===== src/design/bfa_map_mem.sv =====
// Used/free bitmap storage with one write port and one registered read port.
module bfa_map_mem #(
  parameter int DEPTH = 64,
  parameter int WIDTH = 64,
  parameter int AW    = 6
) (
  input  logic             clk,
  input  logic             we,
  input  logic [AW-1:0]    waddr,
  input  logic [WIDTH-1:0] wdata,
  input  logic [AW-1:0]    raddr,
  output logic [WIDTH-1:0] rdata
);

  logic [WIDTH-1:0] mem [DEPTH];

  always_ff @(posedge clk) begin
    if (we) begin
      mem[waddr] <= wdata;
    end
    rdata <= mem[raddr];
  end

endmodule


===== config.mk =====
export PLATFORM = sky130hd
export DESIGN_NAME = bfa_map_mem
export DESIGN_NICKNAME = d
export VERILOG_FILES = /design/src/design/bfa_map_mem.sv
export SDC_FILE = /design/constraint.sdc
export NUM_CORES = 2
export LEC_CHECK = 0
export BUFFER_PORTS_ARGS = -buffer_cell sky130_fd_sc_hd__buf_4
export CAP_MARGIN = 20
export CORE_ASPECT_RATIO = 1.1
export CORE_UTILIZATION = 40
export DETAILED_ROUTE_END_ITERATION = 6
export MAX_ROUTING_LAYER = met4
export PLACE_DENSITY_LB_ADDON = 0.25
export SYNTH_ARGS = -nofsm -noshare
export SYNTH_HDL_FRONTEND = slang
export SYNTH_SLANG_ARGS = --single-unit

===== constraint.sdc =====
create_clock -name clk -period 8.2 [get_ports clk]
set_clock_uncertainty 0.05 [all_clocks]
set_input_delay 1.64 -clock clk [delete_from_list [all_inputs] [get_ports clk]]
set_output_delay 1.64 -clock clk [all_outputs]
set_load 0.01 [all_outputs]

==> impl_metrics.env <==
export IMPL_status="complete, no violations"
export IMPL_rr_worst_depth=5
export IMPL_finalSetupTns_ps=0
export IMPL_syn_num_nets=6676
export IMPL_drv_slew=0
export IMPL_holdWs_ps=783.8
export IMPL_antenna_found_initial=22
export IMPL_timing_rr_start="mem[8][14]"
export IMPL_hold_viol=0
export IMPL_routed_wl_um=442800
export IMPL_path_common_cell="buf_4"
export IMPL_crit_slowest_cell="buf_4"
export IMPL_syn_to_final_growth_pct=13.96
export IMPL_die_x_um=598.1
export IMPL_grt_first_pass_wirelength_um=614300
export IMPL_wl_per_cell_um=35.31
export IMPL_die_h_um=657.7
export IMPL_end_kind="register"
export IMPL_cts_max_level=5
export IMPL_drt_iter0_markers=8697
export IMPL_viasPerCell=5.950
export IMPL_period_needed_ps=4120
export IMPL_r2r_end="rdata[14]"
export IMPL_place_hpwl_um=232300
export IMPL_dp_cells=11790
export IMPL_synth_edf_count=4096
export IMPL_rsz0062_at_grt="false"
export IMPL_cpPeakStageDelay_ps=810
export IMPL_path_cells="buf_8 -> buf_4 -> buf_4 -> mux4_2 -> or3_1 -> a41oi_1 -> a211oi_1"
export IMPL_clock_sinks=4160
export IMPL_critical_path_required_ps=8960
export IMPL_criticalPathCategory="input port to register"
export IMPL_instances_no_fill=12540
export IMPL_clock_tree_root_cell="clkbuf_16"
export IMPL_synth_top_cell_by_area="edfxtp_1"
export IMPL_fin_crit_sh=0.5024
export IMPL_clock_path_buffers=4
export IMPL_initial_core_util=0.4021
export IMPL_nNetsFinal=7066
export IMPL_leakage_nw=54.98
export IMPL_synthFlopType="edfxtp_1"
export IMPL_multi_input_area_sq_mm=0.03079
export IMPL_cp_max_fo=53
export IMPL_first_global_vias=76080
export IMPL_hp_class="register to register"
export IMPL_synthCells=6598
export IMPL_async_flop_share=0
export IMPL_syn_area_per_cell_sq_um=23.70
export IMPL_ys_seq_area_frac=0.7949
export IMPL_place_ws_ps=3104
export IMPL_critical_path_endpoint="rdata[9]"
export IMPL_coreArea_sq_mm=0.3889
export IMPL_cts_made_buffers=401
export IMPL_die_area_sq_mm=0.3934
export IMPL_cts_setup_buffers=0
export IMPL_crit_start="raddr[2]"
export IMPL_worstPathArrival_ps=4880
export IMPL_vias=74620
export IMPL_clk_latency_ps=970
export IMPL_first_pass_iters=5
export IMPL_post_route_drc_count=0
export IMPL_grt_ovfl_total=0
export IMPL_numPortBuffers=141
export IMPL_max_cap_violations=0
export IMPL_syn_area_sq_mm=0.1563
export IMPL_tritoncts="done"
export IMPL_p_int_w=0.03487
export IMPL_netSwitchingPower_w=0.009411
export IMPL_ys_top_cells_by_area="edfxtp_1 79%, mux4_2 15%, mux2i_1 0.86%, dfxtp_1 0.82%, a22oi_1 0.81%"
export IMPL_grt_max_degree=134
export IMPL_fmax_mhz=242.7
export IMPL_swShare=0.2125
export IMPL_clk_pin_slew_ps=60
export IMPL_routabilityCongestion=0.7829
export IMPL_slew_headroom=0.1402
export IMPL_drive_gt1_frac=0.2820
export IMPL_worst_slack_ps=4080
export IMPL_num_rows=240
export IMPL_power_density_mw_per_mm2=248.5
export IMPL_share_comb_of_total_power=0.046
export IMPL_cts_resized=0
export IMPL_grt_util_all_layers=0.2304
export IMPL_top_level_ports=142
export IMPL_clkPwrFrac=0.420
export IMPL_cp_start_kind="input port"
export IMPL_ant_nets=0
export IMPL_peakVddDrop_mv=0.1770
export IMPL_ys_ff_latch=4160
export IMPL_ctsHoldBuffers=0
export IMPL_fill_cells=31940
export IMPL_regToRegSetupSlack_ps=5870
export IMPL_setup_violations=0
export IMPL_yosys_warnings=0
export IMPL_p_seq_frac=0.534
export IMPL_yosys_area_top_type_share=0.7867
export IMPL_synth_distinct_cells=33
export IMPL_final_seq_area_sq_mm=0.1243
export IMPL_worst_pin_slew_ps=1290
==> sequential cells by signal (all words and copies together) (netlist names) <==
register	cells
rdata	64
mem	4096
==> layout make-up <==
cell class / count / area share
diodes: 13 / 0.0001826
clock buffers: 517 / 0.06023
clock inverters: 223 / 0.01348
inverters: 19 / 0.0004003
multi-input cells: 2049 / 0.1728
flip-flops and latches: 4160 / 0.6975
well taps: 5203 / 0.03654
repair buffers: 357 / 0.01883
==> layer usage <==
metal  vias up  global-route usage  wire (um)
met1     41450              0.3003     173700
met4         0             0.05156      10300
met2      3271              0.3863     227900
li1      29290                   -          -
met3       603             0.03133      30900
met5         -                   -          0
==> worst max-delay path, delay by kind of cell <==
kind	cells	cell delay, ps
AND/OR/NAND/NOR	1	320
buffers and inverters	3	1760
multiplexers	1	410
AO/OA/AOI/OAI	2	660
==> how the worst min path moves through the flow <==
stage,cells past startpoint,startpoint,slack [ps],endpoint
after detailed placement,4,mem[47][62],790,rdata[62]
after global placement,4,mem[46][34],770,rdata[34]
after floorplan,4,mem[30][61],740,rdata[61]
after CTS,4,mem[52][0],780,rdata[0]
final,4,mem[52][0],780,rdata[0]
after global routing,4,mem[55][0],830,rdata[0]
==> placed cells by master, fill, tap and decap left out, types with 5 or more instances in the layout <==
cell type / Yosys / final
or3_1: 29 / 29
a22o_1: 88 / 88
clkinv_2: 0 / 63
a41oi_1: 26 / 26
clkbuf_8: 0 / 24
a2bb2oi_1: 19 / 19
dfxtp_1: 64 / 64
inv_1: 19 / 19
nand2_1: 58 / 55
nand3_1: 45 / 45
or2_2: 28 / 28
clkinvlp_4: 0 / 12
edfxtp_1: 4096 / 4096
mux2i_1: 135 / 135
clkinv_16: 0 / 5
bufinv_16: 0 / 41
o22ai_1: 83 / 83
nor2_1: 112 / 47
and3_1: 64 / 64
nor2b_1: 28 / 24
a31oi_1: 18 / 18
clkbuf_16: 0 / 402
buf_4: 34 / 304
mux4_2: 1024 / 1024
clkbuf_1: 140 / 91
buf_12: 0 / 48
clkinv_4: 0 / 8
nor2_4: 0 / 65
clkinv_8: 0 / 8
a22oi_1: 168 / 168
o221ai_1: 38 / 38
clkinv_1: 0 / 73
a211oi_1: 63 / 62
inv_6: 0 / 9
nand2b_1: 11 / 8
diode_2: 0 / 13
==> cell families (layout without fill, tap and decap cells) <==
group                  Yosys count  count (layout)  synth area share
buffers and inverters          389            1116           0.01180
AND/OR/NAND/NOR                386             386           0.01240
multiplexers                  1159            1159            0.1561
AO/OA/AOI/OAI                  504             504           0.02477
other                            0              13                 0
flip-flops                    4160            4160            0.7949
==> power by group through the flow <==
stage | Sequential, W | Combinational, W | Clock, W
global placement | 0.0241 | 0.00202 | 0
finish | 0.0236 | 0.00204 | 0.0186
CTS | 0.0237 | 0.00206 | 0.0189
floorplan | 0.0241 | 0.00110 | 0
detailed placement | 0.0241 | 0.00206 | 0
global route | 0.0237 | 0.00215 | 0.0196
==> cells in the mapped netlist, types with 2 or more instances <==
master	instances
a211oi_1	63
a22o_1	88
a22oi_1	168
a2bb2oi_1	19
a31oi_1	18
a41oi_1	26
and2_1	3
and3_1	64
buf_1	20
buf_2	170
buf_4	34
buf_6	6
clkbuf_1	140
dfxtp_1	64
edfxtp_1	4096
inv_1	19
mux2i_1	135
mux4_2	1024
nand2_1	58
nand2b_1	11
nand3_1	45
nand3b_1	2
nand4_1	2
nor2_1	112
nor2b_1	28
nor3_1	2
o221ai_1	38
o22ai_1	83
or2_2	28
or3_1	29
==> per-stage QoR <==
step	power, W	cell area, sq um	utilization
after floorplan	0.02515	156300	-
after global placement	0.02613	164900	0.4239
after detailed placement	0.02617	165000	0.4243
after CTS	0.04458	178100	0.4581
after global routing	0.04541	178200	0.4581
final	0.04428	178200	0.4582
Note: power is estimated with default switching activity, not from simulation.
